===== config.mk =====
export PLATFORM = sky130hd
export DESIGN_NAME = calendar_to_epoch_seconds_core
export DESIGN_NICKNAME = d
export VERILOG_FILES = /design/src/hw/rtl/c2e_pkg.sv /design/src/hw/rtl/calendar_to_epoch_seconds_core.sv /design/src/hw/rtl/c2e_ctrl.sv /design/src/hw/rtl/c2e_datapath.sv
export SDC_FILE = /design/constraint.sdc
export NUM_CORES = 1
export LEC_CHECK = 0
export ABC_AREA = 1
export BUFFER_PORTS_ARGS = -buffer_cell sky130_fd_sc_hd__buf_2
export CAP_MARGIN = 15
export CORE_UTILIZATION = 45
export DETAILED_ROUTE_END_ITERATION = 8
export SLEW_MARGIN = 20
export SYNTH_ARGS = -nofsm -noshare
export SYNTH_HDL_FRONTEND = slang
export SYNTH_HIERARCHICAL = 1
export SYNTH_SLANG_ARGS = --single-unit
export TNS_END_PERCENT = 30

===== constraint.sdc =====
create_clock -name clk -period 18.25 [get_ports clk]
set_input_delay 2.7375 -clock clk [delete_from_list [all_inputs] [get_ports clk]]
set_output_delay 2.7375 -clock clk [all_outputs]
set_load 0.02 [all_outputs]

===== src/hw/rtl/c2e_pkg.sv =====
`default_nettype none

package c2e_pkg;

	// widths of the packed stream words
	localparam int unsigned IN_BITS   = 41;
	localparam int unsigned IN_TDATA  = 48;
	localparam int unsigned OUT_BITS  = 84;
	localparam int unsigned OUT_TDATA = 88;
	localparam int unsigned SECS_W    = 36;
	localparam int unsigned TOTAL_W   = 18;

	typedef enum logic [2:0] {
		ST_IDLE,
		ST_ROLL,
		ST_DAYS,
		ST_MAC_H,
		ST_MAC_M,
		ST_MAC_S
	} ctl_state_t;

	typedef enum logic [1:0] {
		MAC_HOUR,
		MAC_MIN,
		MAC_SEC
	} mac_sel_t;

	typedef struct packed {
		logic     load_in;
		logic     roll;
		logic     days;
		logic     mac;
		mac_sel_t mac_sel;
		logic     load_out;
	} dp_cmd_t;

	typedef struct packed {
		logic roll_need;
		logic out_free;
	} dp_status_t;

	// floor(v / 60) for v in -131..129
	function automatic logic signed [2:0] fdiv60(input logic signed [8:0] v);
		logic signed [2:0] q;
		begin
			if (v >= 9'sd120)       q = 3'sd2;
			else if (v >= 9'sd60)   q = 3'sd1;
			else if (v >= 9'sd0)    q = 3'sd0;
			else if (v >= -9'sd60)  q = -3'sd1;
			else if (v >= -9'sd120) q = -3'sd2;
			else                    q = -3'sd3;
			return q;
		end
	endfunction

	// floor(v / 24) for v in -67..65
	function automatic logic signed [2:0] fdiv24(input logic signed [7:0] v);
		logic signed [2:0] q;
		begin
			if (v >= 8'sd48)       q = 3'sd2;
			else if (v >= 8'sd24)  q = 3'sd1;
			else if (v >= 8'sd0)   q = 3'sd0;
			else if (v >= -8'sd24) q = -3'sd1;
			else if (v >= -8'sd48) q = -3'sd2;
			else                   q = -3'sd3;
			return q;
		end
	endfunction

	// month length, February grows in a leap year
	function automatic logic [4:0] days_in(input logic [3:0] mon, input logic leap);
		logic [4:0] d;
		begin
			unique case (mon)
				4'd1:                     d = leap ? 5'd29 : 5'd28;
				4'd3, 4'd5, 4'd8, 4'd10:  d = 5'd30;
				default:                  d = 5'd31;
			endcase
			return d;
		end
	endfunction

	// days before the first of a month in a common year
	function automatic logic [8:0] cum_days(input logic [3:0] mon);
		logic [8:0] d;
		begin
			unique case (mon)
				4'd0:    d = 9'd0;
				4'd1:    d = 9'd31;
				4'd2:    d = 9'd59;
				4'd3:    d = 9'd90;
				4'd4:    d = 9'd120;
				4'd5:    d = 9'd151;
				4'd6:    d = 9'd181;
				4'd7:    d = 9'd212;
				4'd8:    d = 9'd243;
				4'd9:    d = 9'd273;
				4'd10:   d = 9'd304;
				default: d = 9'd334;
			endcase
			return d;
		end
	endfunction

	// (u + 4) mod 7; 8 is 1 mod 7, so octal digits are summed twice
	function automatic logic [2:0] mod7_plus4(input logic [10:0] u);
		logic [4:0] s1;
		logic [3:0] s2;
		logic [2:0] r;
		logic [3:0] w;
		begin
			s1 = 5'(u[2:0]) + 5'(u[5:3]) + 5'(u[8:6]) + 5'(u[10:9]);
			s2 = 4'(s1[2:0]) + 4'(s1[4:3]);
			r  = (s2 >= 4'd7) ? 3'(s2 - 4'd7) : s2[2:0];
			w  = 4'(r) + 4'd4;
			return (w >= 4'd7) ? 3'(w - 4'd7) : w[2:0];
		end
	endfunction

endpackage

`default_nettype wire


===== src/hw/rtl/calendar_to_epoch_seconds_core.sv =====
// Broken-down time to seconds since 1970-01-01 00:00 (no zone, no DST).
// Input stream s_axis: one request per beat carries second, minute, hour,
// day of month, month and year since 1900. Output stream m_axis: one
// result per request with epoch seconds, the normalized fields, the day
// of year and the weekday.
// Sequence: carries are taken in the accept cycle; the controller then
// walks one state per step: a month-length check that also rolls the day
// into the next month (repeated for each rollover, up to two), the day
// count, then three passes of the shared multiply-add (x24, x60, x60), the
// last one loading the result. The next request is taken the cycle after
// the result is loaded, so no new request is taken while one is in work.
// The result sits in an output register; the next request is accepted and
// processed while it waits. If the receiver stalls and the register still
// holds an untaken result, the controller waits in its final step and
// s_axis_tready stays low until the result moves.
// Reset (arst_n low) empties the output register and returns to idle.
`default_nettype none

module calendar_to_epoch_seconds_core (
	input  wire logic                          clk,
	input  wire logic                          arst_n,
	input  wire logic                          s_axis_tvalid,
	output logic                               s_axis_tready,
	// second_in[7:0], minute_in[15:8], hour_in[22:16], day_in[28:23],
	// month_in[32:29], year_in[40:33], zero fill
	input  wire logic [c2e_pkg::IN_TDATA-1:0]  s_axis_tdata,
	output logic                               m_axis_tvalid,
	input  wire logic                          m_axis_tready,
	// epoch_seconds[35:0], second_out[41:36], minute_out[47:42],
	// hour_out[52:48], day_out[58:53], month_out[62:59], year_out[70:63],
	// day_of_year[80:71], weekday[83:81], zero fill
	output logic [c2e_pkg::OUT_TDATA-1:0]      m_axis_tdata
);

	c2e_pkg::dp_cmd_t    cmd;
	c2e_pkg::dp_status_t status;

	// sequencer: one state per step of the conversion
	c2e_ctrl u_ctrl (
		.clk           (clk),
		.arst_n        (arst_n),
		.s_axis_tvalid (s_axis_tvalid),
		.s_axis_tready (s_axis_tready),
		.status        (status),
		.cmd           (cmd)
	);

	// carries, month rollover, day count, multiply-add and result register
	c2e_datapath u_dp (
		.clk           (clk),
		.arst_n        (arst_n),
		.s_axis_tdata  (s_axis_tdata),
		.m_axis_tvalid (m_axis_tvalid),
		.m_axis_tready (m_axis_tready),
		.m_axis_tdata  (m_axis_tdata),
		.cmd           (cmd),
		.status        (status)
	);

`ifndef SYNTH
	// one request at a time: busy right after an accept
	assert property (@(posedge clk) disable iff (!arst_n)
		(s_axis_tvalid && s_axis_tready) |=> !s_axis_tready)
		else $error("request accepted while busy");

	// time-of-day fields leave normalized
	assert property (@(posedge clk) disable iff (!arst_n)
		m_axis_tvalid |-> ((m_axis_tdata[41:36] < 6'd60) && (m_axis_tdata[47:42] < 6'd60)
			&& (m_axis_tdata[52:48] < 5'd24)))
		else $error("time of day out of range");

	// month and weekday in range
	assert property (@(posedge clk) disable iff (!arst_n)
		m_axis_tvalid |-> ((m_axis_tdata[62:59] < 4'd12) && (m_axis_tdata[83:81] != 3'd7)))
		else $error("month or weekday out of range");
`endif

endmodule

`default_nettype wire


===== src/hw/rtl/c2e_ctrl.sv =====
`default_nettype none

module c2e_ctrl (
	input  wire logic              clk,
	input  wire logic              arst_n,
	input  wire logic              s_axis_tvalid,
	output logic                   s_axis_tready,
	input  wire c2e_pkg::dp_status_t status,
	output c2e_pkg::dp_cmd_t       cmd
);

	c2e_pkg::ctl_state_t state_q, state_d;

	always_ff @(posedge clk or negedge arst_n) begin
		if (!arst_n) begin
			state_q <= c2e_pkg::ST_IDLE;
		end else begin
			state_q <= state_d;
		end
	end

	always_comb begin
		state_d = state_q;
		unique case (state_q)
			c2e_pkg::ST_IDLE: begin
				if (s_axis_tvalid) state_d = c2e_pkg::ST_ROLL;
			end
			c2e_pkg::ST_ROLL: begin
				if (!status.roll_need) state_d = c2e_pkg::ST_DAYS;
			end
			c2e_pkg::ST_DAYS:  state_d = c2e_pkg::ST_MAC_H;
			c2e_pkg::ST_MAC_H: state_d = c2e_pkg::ST_MAC_M;
			c2e_pkg::ST_MAC_M: state_d = c2e_pkg::ST_MAC_S;
			c2e_pkg::ST_MAC_S: begin
				if (status.out_free) state_d = c2e_pkg::ST_IDLE;
			end
			default: state_d = c2e_pkg::ST_IDLE;
		endcase
	end

	always_comb begin
		s_axis_tready = 1'b0;
		cmd           = '0;
		cmd.mac_sel   = c2e_pkg::MAC_HOUR;
		unique case (state_q)
			c2e_pkg::ST_IDLE: begin
				s_axis_tready = 1'b1;
				cmd.load_in   = s_axis_tvalid;
			end
			c2e_pkg::ST_ROLL: cmd.roll = status.roll_need;
			c2e_pkg::ST_DAYS: cmd.days = 1'b1;
			c2e_pkg::ST_MAC_H: begin
				cmd.mac     = 1'b1;
				cmd.mac_sel = c2e_pkg::MAC_HOUR;
			end
			c2e_pkg::ST_MAC_M: begin
				cmd.mac     = 1'b1;
				cmd.mac_sel = c2e_pkg::MAC_MIN;
			end
			c2e_pkg::ST_MAC_S: begin
				cmd.mac_sel  = c2e_pkg::MAC_SEC;
				cmd.load_out = status.out_free;
			end
			default: begin
				s_axis_tready = 1'b0;
			end
		endcase
	end

endmodule

`default_nettype wire


===== src/hw/rtl/c2e_datapath.sv =====
`default_nettype none

module c2e_datapath (
	input  wire logic                               clk,
	input  wire logic                               arst_n,
	input  wire logic [c2e_pkg::IN_TDATA-1:0]       s_axis_tdata,
	output logic                                    m_axis_tvalid,
	input  wire logic                               m_axis_tready,
	output logic [c2e_pkg::OUT_TDATA-1:0]           m_axis_tdata,
	input  wire c2e_pkg::dp_cmd_t                   cmd,
	output c2e_pkg::dp_status_t                     status
);

	// input carries
	logic signed [7:0] sec_i, min_i;
	logic signed [6:0] hour_i;
	logic        [5:0] day_i;
	logic        [3:0] month_i;
	logic        [7:0] year_i;
	logic signed [2:0] q_s, q_m, q_h;
	logic signed [8:0] sec9, min9, sec_r, min_r;
	logic signed [7:0] hour8, hour_r, mday_n;

	// working registers
	logic        [5:0] sec_q, min_q;
	logic        [4:0] hour_q;
	logic signed [7:0] mday_q;
	logic        [3:0] mon_q;
	logic        [8:0] year_q;
	logic signed [9:0] yday_q;
	logic signed [10:0] wsum_q;
	logic        [2:0] wday_q;
	logic signed [c2e_pkg::SECS_W-1:0] acc_q;

	logic                   leap;
	logic [4:0]             dim;
	logic signed [9:0]      yday_n, yoff, fl;
	logic signed [c2e_pkg::TOTAL_W-1:0] total;
	logic [5:0]             mac_k, mac_add;
	logic signed [c2e_pkg::SECS_W-1:0] mac_res;

	logic                              out_valid_q;
	logic [c2e_pkg::OUT_BITS-1:0]      out_q;

	assign sec_i   = s_axis_tdata[7:0];
	assign min_i   = s_axis_tdata[15:8];
	assign hour_i  = s_axis_tdata[22:16];
	assign day_i   = s_axis_tdata[28:23];
	assign month_i = s_axis_tdata[32:29];
	assign year_i  = s_axis_tdata[40:33];

	always_comb begin
		sec9   = {sec_i[7], sec_i};
		q_s    = c2e_pkg::fdiv60(sec9);
		sec_r  = sec9 - 9'({{6{q_s[2]}}, q_s} * 9'sd60);
		min9   = {min_i[7], min_i} + {{6{q_s[2]}}, q_s};
		q_m    = c2e_pkg::fdiv60(min9);
		min_r  = min9 - 9'({{6{q_m[2]}}, q_m} * 9'sd60);
		hour8  = {hour_i[6], hour_i} + {{5{q_m[2]}}, q_m};
		q_h    = c2e_pkg::fdiv24(hour8);
		hour_r = hour8 - 8'({{5{q_h[2]}}, q_h} * 8'sd24);
		mday_n = $signed({2'b00, day_i}) + {{5{q_h[2]}}, q_h};
	end

	// month length test for the day rollover
	assign leap = (year_q[1:0] == 2'b00);
	assign dim  = c2e_pkg::days_in(mon_q, leap);
	assign status.roll_need = (mday_q > $signed({3'b000, dim}));
	assign status.out_free  = !out_valid_q || m_axis_tready;

	// day counts
	always_comb begin
		yday_n = {{2{mday_q[7]}}, mday_q} - 10'sd1 + $signed({1'b0, c2e_pkg::cum_days(mon_q)})
			+ $signed({9'd0, (leap && (mon_q >= 4'd2))});
		yoff   = $signed({1'b0, year_q}) - 10'sd70;
		fl     = ($signed({1'b0, year_q}) - 10'sd69) >>> 2;
		total  = 18'($signed({{8{yoff[9]}}, yoff}) * 18'sd365)
			+ $signed({{8{fl[9]}}, fl}) + $signed({{8{yday_n[9]}}, yday_n});
	end

	// shared multiply-add: acc * k + field
	always_comb begin
		unique case (cmd.mac_sel)
			c2e_pkg::MAC_HOUR: begin
				mac_k   = 6'd24;
				mac_add = {1'b0, hour_q};
			end
			c2e_pkg::MAC_MIN: begin
				mac_k   = 6'd60;
				mac_add = min_q;
			end
			default: begin
				mac_k   = 6'd60;
				mac_add = sec_q;
			end
		endcase
		mac_res = c2e_pkg::SECS_W'(acc_q * $signed({1'b0, mac_k}))
			+ $signed({30'd0, mac_add});
	end

	always_ff @(posedge clk) begin
		if (cmd.load_in) begin
			sec_q  <= sec_r[5:0];
			min_q  <= min_r[5:0];
			hour_q <= hour_r[4:0];
			mday_q <= mday_n;
			if (month_i >= 4'd12) begin
				mon_q  <= month_i - 4'd12;
				year_q <= {1'b0, year_i} + 9'd1;
			end else begin
				mon_q  <= month_i;
				year_q <= {1'b0, year_i};
			end
		end else if (cmd.roll) begin
			mday_q <= mday_q - $signed({3'b000, dim});
			if (mon_q == 4'd11) begin
				mon_q  <= 4'd0;
				year_q <= year_q + 9'd1;
			end else begin
				mon_q  <= mon_q + 4'd1;
			end
		end
		if (cmd.days) begin
			yday_q <= yday_n;
			wsum_q <= {yoff[9], yoff} + {fl[9], fl} + {yday_n[9], yday_n};
			acc_q  <= {{(c2e_pkg::SECS_W - c2e_pkg::TOTAL_W){total[c2e_pkg::TOTAL_W-1]}},
				total};
		end else if (cmd.mac) begin
			acc_q <= mac_res;
		end
		if (cmd.mac && (cmd.mac_sel == c2e_pkg::MAC_HOUR)) begin
			wday_q <= c2e_pkg::mod7_plus4(11'(wsum_q) + 11'd700);
		end
		if (cmd.load_out) begin
			out_q <= {wday_q, yday_q, year_q[7:0], mon_q, mday_q[5:0], hour_q,
				min_q, sec_q, mac_res};
		end
	end

	always_ff @(posedge clk or negedge arst_n) begin
		if (!arst_n) begin
			out_valid_q <= 1'b0;
		end else if (cmd.load_out) begin
			out_valid_q <= 1'b1;
		end else if (m_axis_tready) begin
			out_valid_q <= 1'b0;
		end
	end

	assign m_axis_tvalid = out_valid_q;
	assign m_axis_tdata  = {{(c2e_pkg::OUT_TDATA - c2e_pkg::OUT_BITS){1'b0}}, out_q};

endmodule

`default_nettype wire

==> results.cfg, run 1 <==
[run_status]
status = completed

[route]
drtPass1Iterations = 7
post_drt_wl_per_cell_um = 15.2
drtIter0Drc = 717
drt-vias-per-instance = 4.98
ant_nets = 0
totalWireLength_um = 43200
vias = 14195
drc = 0

[clock_tree]
cts_tree = built
cts_buffers = 17
hold_buffers = 0
post_cts_buffers = 0
postCtsResizedCells = 0
cts_buffer_depth = 2
clkTransAtPathRegs_ps = 80
cts_sinks = 193
clockRootBuffer = clkbuf_16
clk-insertion-delay-late_ps = 490
htreeDepth = 4

[sta]
clock-skew-final_ps = 13.3
fin_crit_sh_pct = 43.6
finalSetupViolations = 0
slew_headroom_pct = 36.9
fin_ws_ps = 10290
hold_viol = 0
fmax_mhz = 126
rsz0062_at_grt = false
fin_crit_ps = 7960
worst_slew_pin_slew_ps = 945
drv_slew = 0
tns_ps = 0

[global_route]
antenna_found_initial = 5
grt_pass1_vias = 14373
grt_usage_pct = 21.7
overflow = 0
grt_max_degree = 59
grt_pass1_wl_um = 71400

[layout]
syn_to_final_growth_pct = 9.88
nets = 2744
drive_gt1_share_pct = 9.33
fin_util_pct = 50.5
stdcell_area_sq_um = 20800

[placed_design]
io_buffers = 130
gp_congestion = 0.909
place_ws_ps = 9840
dpl.hpwl_um = 35700
place_area_sq_um = 20200

[yosys]
async_flop_share_pct = 2.07
yosys.area.top_type = edfxtp_1
ys_ff_latch = 193
ys_seq_area_share_pct = 30.1
synth_flop_cell = edfxtp_1
synth-edff-count = 180
yosysTopAreaCellShare_pct = 28.6
ys_top_cells_by_area = edfxtp_1 29%, ha_1 17%, fa_1 15%
netlist_area_sq_um = 18900
yosys_warnings = 6
synth_area_per_cell_sq_um = 8.73
synth_cells = 2166
synth_cell_types = 58

[run]
cap_violations = 0

[floorplan]
io_pins = 142
die_y_um = 207
die_x_um = 207
dieArea_sq_um = 42800
initial_core_util_pct = 46.0
core_sq_um = 41100
placementRows = 74

[critical_path]
r2r-start = u_dp/year_q[1]
slowest_stage = fa_1
cp.arrival_ps = 8200
crit_top_cell = nand2_1
critPathRequiredTime_ps = 18490
critPathCaptureType = register
worstSetupStartpointType = primary input
crit_start = s_axis_tdata[3]
cp_slowest_stage_delay_ps = 450
worstSetupPathType = in -> reg
critPathMaxFanout = 9

[worst_hold_path]
min_path_type = reg -> reg
worstHoldStart = u_dp/wday_q[2]
-- per-layer routing --
layer	wire (um)	global-route usage, %	part of all wire [%]	vias up
li1	-	-	-	7200
met2	19900	35.5	46	291
met5	40	0	0.093	-
met1	19600	27.1	45	6643
met4	1150	7.43	2.7	8
met3	2540	6.50	5.9	53
-- flip-flops by register name (all words and copies together), names as in the netlist, named ones only --
| name | flops |
|---|---|
| u_ctrl/state_q | 3 |
| u_dp/acc_q | 34 |
| u_dp/hour_q | 5 |
| u_dp/m_axis_tvalid | 1 |
| u_dp/mday_q | 8 |
| u_dp/min_q | 6 |
| u_dp/mon_q | 4 |
| u_dp/out_q | 84 |
| u_dp/sec_q | 6 |
| u_dp/wday_q | 3 |
| u_dp/wsum_q | 11 |
| u_dp/yday_q | 10 |
| u_dp/year_q | 9 |
-- cell families (layout without fill, tap and decap cells) --
logic type	Yosys count	after routing	synth area share, %
AND/OR/NAND/NOR	718	718	16.4
buffers and inverters	531	677	10.8
adder cells (fa/ha/maj)	390	390	31.4
AO/OA/AOI/OAI	242	242	7.05
flip-flops	193	193	30.1
XOR/XNOR	91	91	4.29
other	1	5	0.0198
-- path summary, 6_finish.rpt --
kind,endpoint,slack (ps),cells after the start
setup / recovery,u_dp/mday_q[6],10290,38
min in group asynchronous,u_dp/m_axis_tvalid,2050,1
hold reg to reg,u_dp/out_q[83],420,0
max in group asynchronous,u_ctrl/state_q[2],16060,1
hold / removal,u_dp/out_q[83],420,0
setup reg to reg,u_dp/acc_q[24],11100,27
-- cell usage in the layout, fill, tap and decap left out, drive strengths merged, types with 9 or more instances in the layout --
cell type	instances
o21ai	93
ha	250
buf	136
nand3	114
inv	515
a21oi	103
nor2	158
dfxtp	9
fa	140
nand2	378
nor3	18
xnor2	21
xor2	70
edfxtp	180
and2	12
clkbuf	17
nand4	23
-- layout make-up --
class	count	area, sq um
repair buffers	136	696
clock inverters	15	180
well taps	532	666
multi-input cells	1445	11200
inverters	509	1910
diodes	1	2.50
clock buffers	17	425
flip-flops and latches	193	5690
fillers	3917	20300
-- stage by stage --
step | hold WS, ps | cells
final | 424 | 2848
after CTS | 428 | 2847
after global placement | 402 | 2815
after detailed placement | 409 | 2815
after floorplan | 400 | 2169
after global routing | 430 | 2848
-- Yosys cell counts, types with 5 or more instances --
| cell | count |
|---|---|
| nand2_2 | 10 |
| xnor2_1 | 20 |
| o21ai_1 | 21 |
| nand3_1 | 113 |
| and2_1 | 12 |
| a21oi_1 | 103 |
| nand2_1 | 364 |
| nand4_1 | 23 |
| buf_4 | 5 |
| dfxtp_1 | 9 |
| nor2_1 | 152 |
| o21ai_0 | 71 |
| edfxtp_1 | 180 |
| clkbuf_1 | 13 |
| xor2_1 | 69 |
| o22ai_1 | 6 |
| inv_1 | 488 |
| o21bai_1 | 8 |
| fa_1 | 140 |
| nor3_1 | 18 |
| ha_1 | 250 |
| o31ai_1 | 6 |
| inv_2 | 17 |
| a21o_1 | 5 |
-- worst max-delay path, delay by kind of cell --
kind | cells | cell delay, ps
compound gates | 2 | 220
buf+inv | 6 | 580
fa+ha+maj | 6 | 1980
simple gates | 24 | 2680
Power of run 1 is left out: the tool's default activity adds up to more than one toggle a clock period on the data nets, which glitch-free logic cannot reach.
==> run 2, diff against run 1 <==
clock period = 7.42 ns   (was 18.25 ns; I/O delays follow)
==> run 2 against run 1 <==
Compared with the run above: cell area barely moved; utilization hardly changed; first-iteration DRC count is 2.0% higher.
==> results.cfg, run 2 (synthesis gave the netlist of run 1 again) <==
[run_status]
status = completed

[global_route]
grt_usage_pct = 21.6
antenna_found_initial = 5
grt_pass1_vias = 14530
grt_pass1_wl_um = 71600
overflow = 0
grt_max_degree = 57

[placed_design]
gp_congestion = 0.907
dpl.hpwl_um = 35500
place_area_sq_um = 20200
io_buffers = 130

[layout]
final_common_cell = inv_1
stdcell_area_sq_um = 20800
layout_common_cells = 488 x inv_1, 364 x nand2_1, 250 x ha_1
seq_area_sq_um = 5690
reg_top3 = u_dp/out_q (84), u_dp/acc_q (34), u_dp/wsum_q (11)
largest-register = u_dp/out_q
largest_reg_flops = 84
drive_gt1_share_pct = 9.37
fill_cells = 3940
nets = 2746
syn_to_final_growth_pct = 9.79
multi_input_area_sq_um = 11200

[critical_path]
cp_slowest_stage_delay_ps = 550
worstSetupStartpointType = register
cpLargestDelayFamily = adder cells
worstSetupPathType = reg -> reg
critPathMaxFanout = 17
critPathCaptureType = register
cp.arrival_ps = 7100
path_buf_inv = 5
critPathRequiredTime_ps = 7650
slowest_stage = fa_1
crit_top_cell = fa_1

[floorplan]
initial_core_util_pct = 46.0
dieArea_sq_um = 42800
core_sq_um = 41100
die_x_um = 207
die_y_um = 207
io_pins = 142
placementRows = 74

[run]
cap_violations = 0

[sta]
slew_headroom_pct = 35.5
hold_viol = 0
fin_crit_sh_pct = 92.6
clock-skew-final_ps = 15.4
worst_slew_pin_slew_ps = 968
rsz0062_at_grt = false
tns_ps = 0
drv_slew = 0
finalSetupViolations = 0
fmax_mhz = 146
fin_crit_ps = 6870

[route]
dr_wl_met2_um = 20100
drt-vias-per-instance = 4.99
drtIter0Drc = 731
drtPass1Iterations = 8
post_drt_wl_per_cell_um = 15.0
ant_nets = 0
routed.top_layer = met5
drc = 0
wl_met3_um = 2340
drt-met1-wl_um = 19300
totalWireLength_um = 42800
vias = 14224

[clock_tree]
cts_sinks = 193
clk-insertion-delay-late_ps = 500
clockRootBuffer = clkbuf_16
post_cts_buffers = 0
cts_buffers = 17
postCtsResizedCells = 0
hold_buffers = 0
cts_buffer_depth = 2
cts_tree = built
clkTransAtPathRegs_ps = 90
htreeDepth = 4

[worst_hold_path]
min_path_type = in -> async
[run 2: final cells by class]
class / instances / share of cell area, %
Clock buffer: 17 / 2.05
Inverter: 509 / 9.22
Timing Repair Buffer: 138 / 3.42
Clock inverter: 15 / 0.717
Multi-Input combinational cell: 1445 / 54.0
Sequential cell: 193 / 27.4
Antenna cell: 1 / 0.0121
Tap cell: 532 / 3.21
[run 2: metrics by stage]
step	hold slack, ps	setup slack, ps	util [%]	std cells
5_1_grt	381	40.0	50.5	2850
3_5_place_dp	406	629	49.1	2817
4_1_cts	363	595	50.5	2849
2_1_floorplan	400	1280	-	2169
3_3_place_gp	401	723	49.1	2817
6_report	409	552	50.5	2850
[run 2: worst reg2reg max path: cells and delay by family (launching register included)]
kind	cells	cell delay [ps]
adder cells (fa/ha/maj)	8	3110
AO/OA/AOI/OAI	7	1120
AND/OR/NAND/NOR	5	870
buffers and inverters	5	640
flip-flops	1	500
XOR/XNOR	1	350
[run 2: path summary, 6_finish.rpt]
kind                                start                end  slack, ps  depth (start not counted)
max in group asynchronous          arst_n  u_ctrl/state_q[0]       6880                          1
setup reg to reg           u_dp/year_q[1]     u_dp/acc_q[19]        550                         26
hold / removal                     arst_n  u_ctrl/state_q[1]        410                          1
setup / recovery           u_dp/year_q[1]     u_dp/acc_q[19]        550                         26
min in group clk           u_dp/wday_q[0]     u_dp/out_q[81]        420                          0
hold reg to reg            u_dp/wday_q[0]     u_dp/out_q[81]        420                          0
[run 2: per-layer routing]
layer,vias up,GRT usage [%]
met3,56,5.81
met1,6693,27.2
met2,257,35.9
met4,8,7.22
li1,7210,-
met5,-,0
Power of run 2 is left out for the same reason.
==> run 3, diff against run 2 <==
CELL_PAD_IN_SITES_DETAIL_PLACEMENT = 1   (was unset)
CELL_PAD_IN_SITES_GLOBAL_PLACEMENT = 2   (was unset)
CORE_UTILIZATION = 39   (was 45)
PLACE_DENSITY_LB_ADDON = 0.1   (was unset)
==> run 3 against run 2 <==
Compared with the run above: maximum frequency shrank 1.1%; sequential share of layout area shrank 0.11 points; worst setup slack lost 77 ps; routed wire length grew 16%; clock skew is essentially flat; final cell count grew 2.9%; register-to-register slack lost 80 ps; hold slack gained 13 ps; critical path type unchanged; critical endpoint is now u_dp/acc_q[24]; highest routed layer is now met4.
==> results.cfg, run 3 (synthesis gave the netlist of run 1 again) <==
[sta]
finalSetupViolations = 0
worst_slew_pin_slew_ps = 996
drv_slew = 0
clock-skew-final_ps = 15.2
fin_crit_ps = 6940
fin_ws_ps = 475
hold_viol = 0
rsz0062_at_grt = false
fmax_mhz = 144
slew_headroom_pct = 33.4
tns_ps = 0
fin_crit_sh_pct = 93.6

[critical_path]
worstSetupStartpointType = register
slowest_stage = fa_1
path_cells = inv_1 > ha_1 > o31ai_1 > fa_1 > inv_1 > fa_1 > a21oi_1 > o21ai_1 > nand2_1 > o311ai_0 > xor2_1 > fa_1 > fa_1 > fa_1 > fa_1 > ha_1 > a21oi_1 > a21boi_1 > nand3b_1 > nand3_1 > nand3_4 > nand2_1
cp_slowest_stage_delay_ps = 590
crit_top_cell = fa_1
cp.arrival_ps = 7170
critPathRequiredTime_ps = 7640
critPathMaxFanout = 17
worstSetupPathType = reg -> reg
path_buf_inv = 2
cpLargestDelayFamily = adder cells
critPathCaptureType = register

[route]
post_drt_wl_per_cell_um = 16.9
drt-vias-per-instance = 4.89
vias = 14334
ant_nets = 0
drtPass1Iterations = 5
drc = 0
drtIter0Drc = 490
totalWireLength_um = 49700

[clock_tree]
hold_buffers = 0
clk-insertion-delay-late_ps = 490
postCtsResizedCells = 0
post_cts_buffers = 0
cts_buffers = 17
clkTransAtPathRegs_ps = 80
cts_buffer_depth = 2
cts_sinks = 193
clockRootBuffer = clkbuf_16
htreeDepth = 4
cts_tree = built

[run]
cap_violations = 0

[floorplan]
io_pins = 142
die_x_um = 222
placementRows = 80
dieArea_sq_um = 49400
initial_core_util_pct = 39.6
core_sq_um = 47700
die_y_um = 222

[layout]
syn_to_final_growth_pct = 10.2
layout_common_cells = 488 x inv_1, 364 x nand2_1, 250 x ha_1
largest-register = u_dp/out_q
largest_reg_flops = 84
drive_gt1_share_pct = 9.40
final_cells = 2933
fill_cells = 5677
n_antenna_cell = 0
reg_top3 = u_dp/out_q (84), u_dp/acc_q (34), u_dp/wsum_q (11)
final_common_cell = inv_1
nets = 2747

[placed_design]
dpl.hpwl_um = 42700
placedCellCount = 2901
io_buffers = 130
place_ws_ps = 522
gp_congestion = 0.843

[worst_hold_path]
min_path_type = reg -> reg

[global_route]
grt_usage_pct = 21.2
grt_pass1_wl_um = 81700
grt_pass1_vias = 15576
overflow = 0
grt_max_degree = 57
antenna_found_initial = 0

[run_status]
status = completed
run 3: changes by cell type in the layout (fill, tap and decap cells not counted), sizes merged:
cell	delta
buf	+1
clkinv	-3
clkbuf	+1
diode	-1
inv	+4
clkinvlp	-2
run 3: layout make-up:
cell class | instances | area, sq um | area share (%)
flip-flops and latches | 193 | 5690 | 27.3
inverters | 509 | 1910 | 9.18
repair buffers | 139 | 718 | 3.45
multi-input cells | 1445 | 11200 | 53.8
well taps | 615 | 769 | 3.69
clock inverters | 14 | 119 | 0.570
clock buffers | 18 | 429 | 2.06
run 3: worst reg2reg max path, stage by stage, from the launching register on:
cell and delay [ps]:
edfxtp_1 490, inv_1 110, ha_1 220, o31ai_1 430, fa_1 270, inv_1 70
fa_1 400, a21oi_1 160, o21ai_1 120, nand2_1 90, o311ai_0 150, xor2_1 460
fa_1 560, fa_1 590, fa_1 450, fa_1 500, ha_1 390, a21oi_1 190
a21boi_1 330, nand3b_1 190, nand3_1 130, nand3_4 270, nand2_1 110
run 3: worst paths after layout:
path	slack, ps	to	cells after the start	start
hold / removal	420	u_dp/out_q[75]	0	u_dp/yday_q[4]
hold reg to reg	420	u_dp/out_q[75]	0	u_dp/yday_q[4]
setup / recovery	480	u_dp/acc_q[24]	22	u_dp/mon_q[0]
min in group asynchronous	440	u_ctrl/state_q[2]	1	arst_n
setup reg to reg	480	u_dp/acc_q[24]	22	u_dp/mon_q[0]
max in group asynchronous	6820	u_ctrl/state_q[1]	1	arst_n
run 3: through the flow:
| step | hold WS, ps | instance area, sq um | utilization (%) |
|---|---|---|---|
| finish | 422 | 20800 | 43.7 |
| global route | 397 | 20800 | 43.7 |
| CTS | 386 | 20800 | 43.7 |
| detailed placement | 405 | 20300 | 42.5 |
| global placement | 403 | 20300 | 42.5 |
| floorplan | 400 | 18900 | - |
run 3: metal layers:
layer / up-vias / track usage [%] / wire length [um]
met5: - / 0 / 0
met4: 0 / 4.97 / 607
met2: 133 / 36.8 / 24600
met1: 6971 / 27.4 / 23000
met3: 28 / 3.73 / 1450
li1: 7202 / - / -
Power of run 3 is left out for the same reason.
